==> config.mk <==
export PLATFORM = sky130hd
export DESIGN_NAME = gmrm_divider
export DESIGN_NICKNAME = d
export VERILOG_FILES = /design/src/rtl/core/gmrm_divider.sv
export SDC_FILE = /design/constraint.sdc
export NUM_CORES = 1
export LEC_CHECK = 0
export BUFFER_PORTS_ARGS = -buffer_cell sky130_fd_sc_hd__buf_2
export CAP_MARGIN = 0
export CELL_PAD_IN_SITES_DETAIL_PLACEMENT = 0
export CELL_PAD_IN_SITES_GLOBAL_PLACEMENT = 2
export CORE_MARGIN = 3
export CORE_UTILIZATION = 31
export CTS_CLUSTER_DIAMETER = 100
export CTS_CLUSTER_SIZE = 8
export DETAILED_ROUTE_END_ITERATION = 10
export PLACE_DENSITY = 0.82
export SKIP_LAST_GASP = 1
export SLEW_MARGIN = 20
export SYNTH_ARGS = -nofsm -noshare
export SYNTH_HDL_FRONTEND = slang
export SYNTH_SLANG_ARGS = --single-unit
==> constraint.sdc <==
create_clock -name clk -period 2.5 [get_ports clk]
set_clock_uncertainty 0.2 [all_clocks]
set_input_delay 0.125 -clock clk [delete_from_list [all_inputs] [get_ports clk]]
set_output_delay 0.125 -clock clk [all_outputs]
set_load 0.005 [all_outputs]
==> src/rtl/core/gmrm_divider.sv <==
// Restoring bit-serial unsigned divider, one quotient bit per cycle.
module gmrm_divider #(
	parameter int N_BITS = 64,
	parameter int D_BITS = 17
) (
	input  logic              clk,
	input  logic              arst_n,
	input  logic              start,
	input  logic [N_BITS-1:0] num,
	input  logic [D_BITS-1:0] den,
	output logic              done,
	output logic [N_BITS-1:0] quot
);
	localparam int CNT_BITS = $clog2(N_BITS + 1);
	logic [CNT_BITS-1:0] cnt_q;
	logic busy_q;
	logic [N_BITS-1:0] q_q;
	logic [D_BITS-1:0] den_q;
	logic [D_BITS:0] r_q;
	logic [D_BITS:0] trial;
	logic [D_BITS:0] diff;

	always_comb begin
		trial = {r_q[D_BITS-1:0], q_q[N_BITS-1]};
		diff = trial - {1'b0, den_q};
	end

	always_ff @(posedge clk or negedge arst_n) begin
		if (!arst_n) begin
			busy_q <= 1'b0;
			cnt_q <= '0;
			done <= 1'b0;
		end else begin
			done <= 1'b0;
			if (start) begin
				busy_q <= 1'b1;
				cnt_q <= CNT_BITS'(N_BITS);
			end else if (busy_q) begin
				cnt_q <= cnt_q - 1'b1;
				if (cnt_q == CNT_BITS'(1)) begin
					busy_q <= 1'b0;
					done <= 1'b1;
				end
			end
		end
	end

	always_ff @(posedge clk) begin
		if (start) begin
			q_q <= num;
			den_q <= den;
			r_q <= '0;
		end else if (busy_q) begin
			if (!diff[D_BITS]) begin
				r_q <= diff;
				q_q <= {q_q[N_BITS-2:0], 1'b1};
			end else begin
				r_q <= trial;
				q_q <= {q_q[N_BITS-2:0], 1'b0};
			end
		end
	end

	assign quot = q_q;
endmodule

# Word level (Yosys, flattened, before mapping)
# Cells that the tools add are included.
# totals
reg_bits,107
input_bits,84
output_inout_bits,65
wordCells,22
# classes
n_addsub,2
n_eq_ne,1
muxes,12
n_reduce_logical,1
# op_table
op,n
$mux W64,2
$sub A18 B17 Y18,1
$mux W17,1
$mux W7,2
$eq A7 B1 Y1 const B,1
$mux W1,7
$sub A7 B1 Y7 const B,1
$reduce_bool A2 Y1,1

# Depth between registers and ports, before layout
# Gate-level depths: netlist of the first run.
# logic_depth
depth_word,4
depth_mapped,11

# Worst setup path after synthesis of the first run
# Ideal clock, no wire load.
# synth_path
path_kind,flip-flop to flip-flop
startpoint,register q_q[63] (netlist: quot[63])
endpoint,register r_q[10]
arrival_ns,2.248
required_ns,2.221
path_slack_ns,-0.028
stages_incl_launch_ff,11
cell_sequence,edfxtp_1 inv_1 ha_1 fa_1 nor2b_1 o2111a_1 nor3_2 nor2_1 or4b_1 a41o_1 a211oi_2
# synth_via
elab_chain_cells,2
# synth_rtl
item,line,source
"start, declared",17,logic [N_BITS-1:0] q_q;
"start signal, assigned",50,q_q <= num;
"start signal, assigned",56,"q_q <= {q_q[N_BITS-2:0], 1'b1};"
"start signal, assigned",59,"q_q <= {q_q[N_BITS-2:0], 1'b0};"
$sub A18 B17 Y18,25,"diff = trial - {1'b0, den_q};"
$mux W17,54,if (!diff[D_BITS]) begin
"end signal, assigned",55,r_q <= diff;
"end signal, assigned",58,r_q <= trial;
"end, declared",19,logic [D_BITS:0] r_q;
# No other way between the ends.
# A chain may end at the register's enable or synchronous reset.

# Worst setup path after layout of the first run
# Ends and elaborated chain as after synthesis.

==> impl_metrics.json, run 1 <==
{
  "synthTopCellsByArea": "sky130_fd_sc_hd__edfxtp_1 44%, sky130_fd_sc_hd__mux2_2 13%, sky130_fd_sc_hd__dfxtp_1 6.2%, sky130_fd_sc_hd__ha_1 4.3%, sky130_fd_sc_hd__dfrtp_1 4.1%",
  "route.detailed.wl_per_inst_um": 16.23,
  "first_global_vias": 4916,
  "p_seq_frac": 0.355,
  "clockBufferDepth": 2,
  "route.detailed.vias_per_inst": 4.769,
  "final-max-slew-violation-count": 0,
  "whs_ps": 285.6,
  "synth_area_leader_cell": "sky130_fd_sc_hd__edfxtp_1",
  "synth_edf_count": 81,
  "tritoncts": "yes",
  "final_core_util": 0.4851,
  "final.setup.tns_ps": -862.7,
  "fin_ws_ps": -122.3,
  "endpoint_kind": "flip-flop",
  "synth.net_count": 524,
  "drt-pass1-iter-count": 4,
  "m1WireLength_um": 6515,
  "finalInstanceArea_um2": 8419,
  "final_period_minus_worst_setup_slack_ps": 2622,
  "yosys_register_bits": 107,
  "switchingPower_mw": 2.347,
  "cts.clk_slew.worst_paths_ps": 80,
  "via_count": 4502,
  "worstHoldPathCells": 2,
  "clock_power_share": 0.202,
  "most_frequent_standard_cell_in_the_layout_excluding_fill_and_tap_cells": "sky130_fd_sc_hd__buf_2",
  "met2WireLength_um": 7320,
  "total_placed_instance_area_um2": 6840,
  "critical_path_arrival_ps": 2700,
  "register_area_um2": 2998,
  "post_synth_instance_area_um2": 5500,
  "dr.max_layer_used": "met4",
  "holdPathEnd": "den_q[5]",
  "hold_path_startpoint": "den[5]",
  "syn_area_per_cell_um2": 13.10,
  "crit_required_ps": 2580,
  "failed_checks": "setup timing",
  "ir_worst_vdd_v": 0.0004508,
  "synth-seq-area-share": 0.5450,
  "footprint_of_the_multi_input_gates_um2": 2526,
  "die_area_um2": 19380,
  "power-per-cell-area_nw_per_um2": 844.7,
  "unrepaired_setup_endpoints_after_global_routing": "true",
  "numClockSinks": 107,
  "worst-r2r-setup-slack_ps": -120,
  "netSwitchingFraction": 0.3301,
  "diodes": 0,
  "max_freq_mhz": 381.3,
  "critical_path.reg2reg.endpoint": "r_q[10]",
  "total_power_mw": 7.112,
  "maxCapViolations": 0,
  "dieHeight_um": 139.2,
  "wl_met3_um": 1118,
  "post-route-period-util": 1.049,
  "grt_antenna_before_repair": 0,
  "synth.lib_cells_used.distinct": 66,
  "clock_tree.htree_level_count": 3,
  "grt_pass1_wl_um": 24940,
  "hold_viol": 0,
  "postRouteAntennaNets": 0,
  "reg2regPathDepth": 11,
  "yosysTopAreaCellShare": 0.4422,
  "coreArea_um2": 17360,
  "grtUsageTotal": 0.1578,
  "critical_path.max_fanout": 2,
  "run_status": "complete, but fails checks",
  "num-fill-cells": 1541,
  "holdCritPathClass": "in2reg",
  "drt-initial-drc-count": 182,
  "pin_count_of_the_biggest_net_entering_global_routing": 78,
  "clkLatencyLatePin_ps": 350,
  "instance_count_of_the_mapped_netlist": 420,
  "clockRootBuffer": "sky130_fd_sc_hd__clkbuf_16",
  "critPathKind": "reg2reg",
  "setup.worst_path.start_class": "flip-flop",
  "drive_gt1_frac": 0.4868,
  "total_gr_overflow": 0,
  "route.detailed.drc": 0,
  "rr_startpoint": "quot[63]",
  "areaGrowthSynthToFinish_pct": 53.07,
  "commonest_cells_after_routing_fill_and_taps_aside": "147 x sky130_fd_sc_hd__buf_2, 84 x sky130_fd_sc_hd__dlygate4sd3_1, 81 x sky130_fd_sc_hd__edfxtp_1",
  "leakage_nw": 3.584,
  "std_cell_rows": 48,
  "worst-slew-pin-transition_ps": 424.6,
  "ios": 149,
  "finalWirelength_um": 15320,
  "combinationalPowerShare": 0.443,
  "place.gp.congestion": 0.7785,
  "internal_power_of_the_cells_mw": 4.764,
  "post-dp-hpwl_um": 10150,
  "final_nets": 818,
  "slew_headroom": 0.7143,
  "floorplan.initialDensity": 0.3169,
  "die_w_um": 139.2,
  "port_buffers": 148,
  "report.final.setup_viol": 16,
  "async_reset_ff_frac": 0.08411,
  "synthesis.yosys.warnings": 0,
  "cts_buffers": 9,
  "postSynth.topFlopCell": "sky130_fd_sc_hd__edfxtp_1"
}
-- routing by layer --
| layer | track usage | vias to the layer above |
|---|---|---|
| li1 | - | 2164 |
| met1 | 0.1918 | 2156 |
| met2 | 0.2646 | 156 |
| met3 | 0.05448 | 26 |
| met4 | 0.04892 | 0 |
| met5 | 0 | - |
-- repair_timing --
| item | CTS | global route |
|---|---|---|
| pin swaps | 26 | 22 |
| gates cloned | 1 | 0 |
| setup endpoints to repair | 18 | 18 |
| buffers inserted | 13 | 4 |
| hold endpoints to repair | 91 | 0 |
| hold buffers | 84 | 0 |
| resized for setup | 45 | 12 |
-- synthesized netlist by cell type, types with 3 or more instances --
master and n:
sky130_fd_sc_hd__xnor2_1 12, sky130_fd_sc_hd__dfrtp_1 9, sky130_fd_sc_hd__nand3_1 7, sky130_fd_sc_hd__inv_1 24, sky130_fd_sc_hd__o21a_1 5, sky130_fd_sc_hd__a211oi_1 12, sky130_fd_sc_hd__a21o_1 4, sky130_fd_sc_hd__buf_6 3
sky130_fd_sc_hd__nand2_1 11, sky130_fd_sc_hd__dfxtp_1 17, sky130_fd_sc_hd__a21oi_1 7, sky130_fd_sc_hd__o21ai_0 8, sky130_fd_sc_hd__a21o_2 3, sky130_fd_sc_hd__mux2_2 64, sky130_fd_sc_hd__nor3_1 6, sky130_fd_sc_hd__clkbuf_8 4
sky130_fd_sc_hd__edfxtp_1 81, sky130_fd_sc_hd__xor2_1 3, sky130_fd_sc_hd__clkbuf_1 9, sky130_fd_sc_hd__a31oi_1 4, sky130_fd_sc_hd__nand4_1 4, sky130_fd_sc_hd__ha_1 19, sky130_fd_sc_hd__nor2b_1 5, sky130_fd_sc_hd__nor2_1 33
sky130_fd_sc_hd__mux2i_1 12
-- worst max-delay path by stage --
stage / start / end / slack (ps) / cells past startpoint
3_5_place_dp: quot[63] / r_q[12] / -290 / 12
5_1_grt: quot[63] / r_q[10] / -240 / 11
2_1_floorplan: den_q[14] / quot[0] / 4 / 10
4_1_cts: quot[63] / r_q[10] / -200 / 11
3_3_place_gp: quot[63] / r_q[10] / -170 / 11
6_report: quot[63] / r_q[10] / -120 / 11
-- critical path, stage by stage, from the launching register on --
cell	delay, ps
sky130_fd_sc_hd__edfxtp_1	400
sky130_fd_sc_hd__inv_2	90
sky130_fd_sc_hd__ha_4	130
sky130_fd_sc_hd__fa_2	230
sky130_fd_sc_hd__nor2b_4	50
sky130_fd_sc_hd__buf_6	110
sky130_fd_sc_hd__o2111a_1	250
sky130_fd_sc_hd__nor3_2	170
sky130_fd_sc_hd__nor2_2	70
sky130_fd_sc_hd__or4b_1	460
sky130_fd_sc_hd__a41o_1	250
sky130_fd_sc_hd__a211oi_2	130
-- sequential cells by signal (all words and copies together) (netlist names) --
signal  cells
busy_q      1
cnt_q       7
den_q      17
done        1
quot       64
r_q        17
-- layout make-up --
| type | count | area share |
|---|---|---|
| multi-input combinational | 268 | 0.3000 |
| clock buffer | 9 | 0.02675 |
| sequential | 107 | 0.3561 |
| inverter | 24 | 0.01070 |
| tap | 225 | 0.03344 |
| timing repair buffer | 304 | 0.2644 |
| clock inverter | 7 | 0.008619 |
-- per-stage QoR --
stage | worst slack, ps | instances
2_1_floorplan | 3.794 | 420
3_3_place_gp | -167.6 | 828
3_5_place_dp | -288.3 | 828
4_1_cts | -197.6 | 941
5_1_grt | -242.4 | 944
6_report | -122.3 | 944
-- cell families (layout without fill, tap and decap cells) --
kind of cell | Yosys count | after routing | synth area share
DFF | 107 | 107 | 0.5450
buffers and inverters | 45 | 344 | 0.04686
muxes | 76 | 76 | 0.1529
adders and majority gates | 20 | 20 | 0.04686
and+or+nand+nor | 87 | 87 | 0.08394
AOI/OAI and AO/OA | 70 | 70 | 0.1005
xor gates and xnor gates | 15 | 15 | 0.02389
-- power groups by stage --
stage	clock network, mW	logic, mW	registers, mW
floorplan	0	1.59	2.51
global placement	0	2.52	2.52
detailed placement	0	2.55	2.52
CTS	1.48	3.09	2.52
global route	1.55	3.43	2.57
finish	1.44	3.15	2.52
Note: power is estimated with default switching activity, not from simulation.
==> run 2: changes to the inputs <==
Settings changed: CORE_ASPECT_RATIO set to 0.9, GPL_TIMING_DRIVEN set to 0.
==> run 2 against run 1 <==
Against the previous run: the flow still finishes with violations (setup timing); critical path depth grew 1; utilization about the same; clock power is 11% higher; sequential share of layout area is 0.51 points higher; wire length is 4.1% higher; via count fell by 1.3%; sequential cell count unchanged; critical path type unchanged.
==> impl_metrics.json, run 2 (synthesis results as in run 1) <==
{
  "clkLatencyLatePin_ps": 360,
  "num-fill-cells": 1561,
  "clock_tree.htree_level_count": 3,
  "max_freq_mhz": 367.2,
  "areaGrowthSynthToFinish_pct": 51.02,
  "post-dp-hpwl_um": 10540,
  "critPathKind": "reg2reg",
  "total_power_mw": 7.234,
  "clockBufferDepth": 2,
  "cts.clk_slew.worst_paths_ps": 90,
  "floorplan.initialDensity": 0.3213,
  "maxCapViolations": 0,
  "critical_path_arrival_ps": 2790,
  "ios": 149,
  "hold_viol": 0,
  "worst-slew-pin-transition_ps": 621.5,
  "diodes": 0,
  "critical-path-top-cell-by-count": "sky130_fd_sc_hd__buf_12",
  "holdCritPathClass": "in2reg",
  "leakage_nw": 3.492,
  "drt-initial-drc-count": 164,
  "die_w_um": 146.4,
  "via_count": 4445,
  "pin_count_of_the_biggest_net_entering_global_routing": 61,
  "slowest_delay_ps": 330,
  "tritoncts": "yes",
  "std_cell_rows": 45,
  "grt_antenna_before_repair": 0,
  "critPathSlowestCell": "sky130_fd_sc_hd__edfxtp_1",
  "run_status": "complete, but fails checks",
  "cp_buf_inv_count": 4,
  "route.detailed.wl_per_inst_um": 17.00,
  "grt_pass1_wl_um": 25430,
  "total_gr_overflow": 0,
  "power-per-cell-area_nw_per_um2": 870.9,
  "failed_checks": "setup timing",
  "fin_ws_ps": -223.2,
  "critPathTopFamily": "simple AND/OR/NAND/NOR gates",
  "unrepaired_setup_endpoints_after_global_routing": "true",
  "crit_chain": "inv_1 > ha_1 > buf_6 > nand3_2 > or2_4 > a211oi_4 > or3_4 > nand3_4 > buf_12 > buf_12 > mux2i_4 > a211oi_2",
  "cts_buffers": 9,
  "most_frequent_standard_cell_in_the_layout_excluding_fill_and_tap_cells": "sky130_fd_sc_hd__buf_2",
  "route.detailed.vias_per_inst": 4.739,
  "slew_headroom": 0.5857,
  "final_nets": 802,
  "largest_register_ff_count": 64,
  "numClockSinks": 107,
  "route.detailed.drc": 0,
  "ir_worst_vdd_v": 0.0003972,
  "post-place-cells": 804,
  "coreArea_um2": 17120,
  "final-max-slew-violation-count": 0,
  "final_period_minus_worst_setup_slack_ps": 2723,
  "clockRootBuffer": "sky130_fd_sc_hd__clkbuf_16",
  "report.final.setup_viol": 18,
  "drive_gt1_frac": 0.4765,
  "setup.worst_path.start_class": "flip-flop",
  "finalWirelength_um": 15940,
  "crit_required_ps": 2570,
  "die_area_um2": 19380,
  "grtUsageTotal": 0.1632,
  "dieHeight_um": 132.4,
  "place.gp.congestion": 0.8258,
  "endpoint_kind": "flip-flop",
  "post-route-period-util": 1.089,
  "post_layout_nonfiller_instances": 938,
  "first_global_vias": 4750,
  "commonest_cells_after_routing_fill_and_taps_aside": "149 x sky130_fd_sc_hd__buf_2, 83 x sky130_fd_sc_hd__dlygate4sd3_1, 81 x sky130_fd_sc_hd__edfxtp_1",
  "postRouteAntennaNets": 0,
  "port_buffers": 148,
  "critical_path.max_fanout": 5,
  "drt-pass1-iter-count": 4
}
-- run 2: cell count changes in the layout (fill, tap and decap cells not counted), moves of 3 or more --
cell | before | now
sky130_fd_sc_hd__a211oi_1 | 10 | 7
sky130_fd_sc_hd__a211oi_2 | 2 | 5
sky130_fd_sc_hd__buf_12 | 6 | 2
sky130_fd_sc_hd__buf_4 | 60 | 33
sky130_fd_sc_hd__clkbuf_1 | 0 | 9
sky130_fd_sc_hd__clkbuf_8 | 0 | 4
sky130_fd_sc_hd__ha_2 | 0 | 3
sky130_fd_sc_hd__ha_4 | 10 | 6
sky130_fd_sc_hd__mux2i_1 | 12 | 9
-- run 2: per-stage QoR --
step | utilization | cell area (um2) | hold WS, ps | worst slack [ps] | setup TNS, ps
3_5_place_dp | 0.3836 | 6565 | -210.2 | -644.2 | -5849
6_report | 0.4853 | 8307 | 49.82 | -223.2 | -2565
3_3_place_gp | 0.3818 | 6535 | -209.5 | -1309 | -88800
5_1_grt | 0.4853 | 8307 | 85.29 | -362.2 | -4425
4_1_cts | 0.4755 | 8139 | 72.73 | -254.6 | -3313
2_1_floorplan | - | 5500 | -370.6 | 3.794 | 0
-- run 2: layout make-up --
type	count	area [um2]	area share
Sequential cell	107	3000	0.3612
Clock inverter	7	105.1	0.01265
Inverter	24	92.59	0.01115
Multi-Input combinational cell	268	2510	0.3022
Timing Repair Buffer	269	1917	0.2308
Clock buffer	9	225.2	0.02711
Buffer	19	162.7	0.01958
Tap cell	235	294.0	0.03540
-- run 2: worst paths after layout --
| check | from | endpoint | slack [ps] | depth (start not counted) |
|---|---|---|---|---|
| worst max register to register | den_q[14] | r_q[7] | -220 | 12 |
| worst max-delay path | den_q[14] | r_q[7] | -220 | 12 |
| worst min register to register | r_q[4] | r_q[4] | 310 | 2 |
| min in group asynchronous | arst_n | cnt_q[4] | 560 | 3 |
| max in group asynchronous | arst_n | cnt_q[2] | 1230 | 3 |
| worst min-delay path | start | den_q[11] | 50 | 1 |
-- run 2: report_power, final --
part / switching, mW / internal, mW
registers: 0.262 / 2.29
logic: 1.40 / 1.68
clock network: 0.776 / 0.826
-- run 2: what timing repair did --
action | 4_1_cts | 5_1_grt
buffers inserted | 26 | 11
hold endpoints to repair | 90 | 0
resized for setup | 31 | 34
pin swaps | 28 | 17
gates cloned | 2 | 0
endpoints found under the setup margin | 18 | 18
hold buffers | 83 | 0
-- run 2: metal layers --
metal | track usage | wire length (um)
met2 | 0.2756 | 7685
met5 | 0 | 0
met1 | 0.2020 | 6900
met3 | 0.05569 | 1147
met4 | 0.03918 | 208
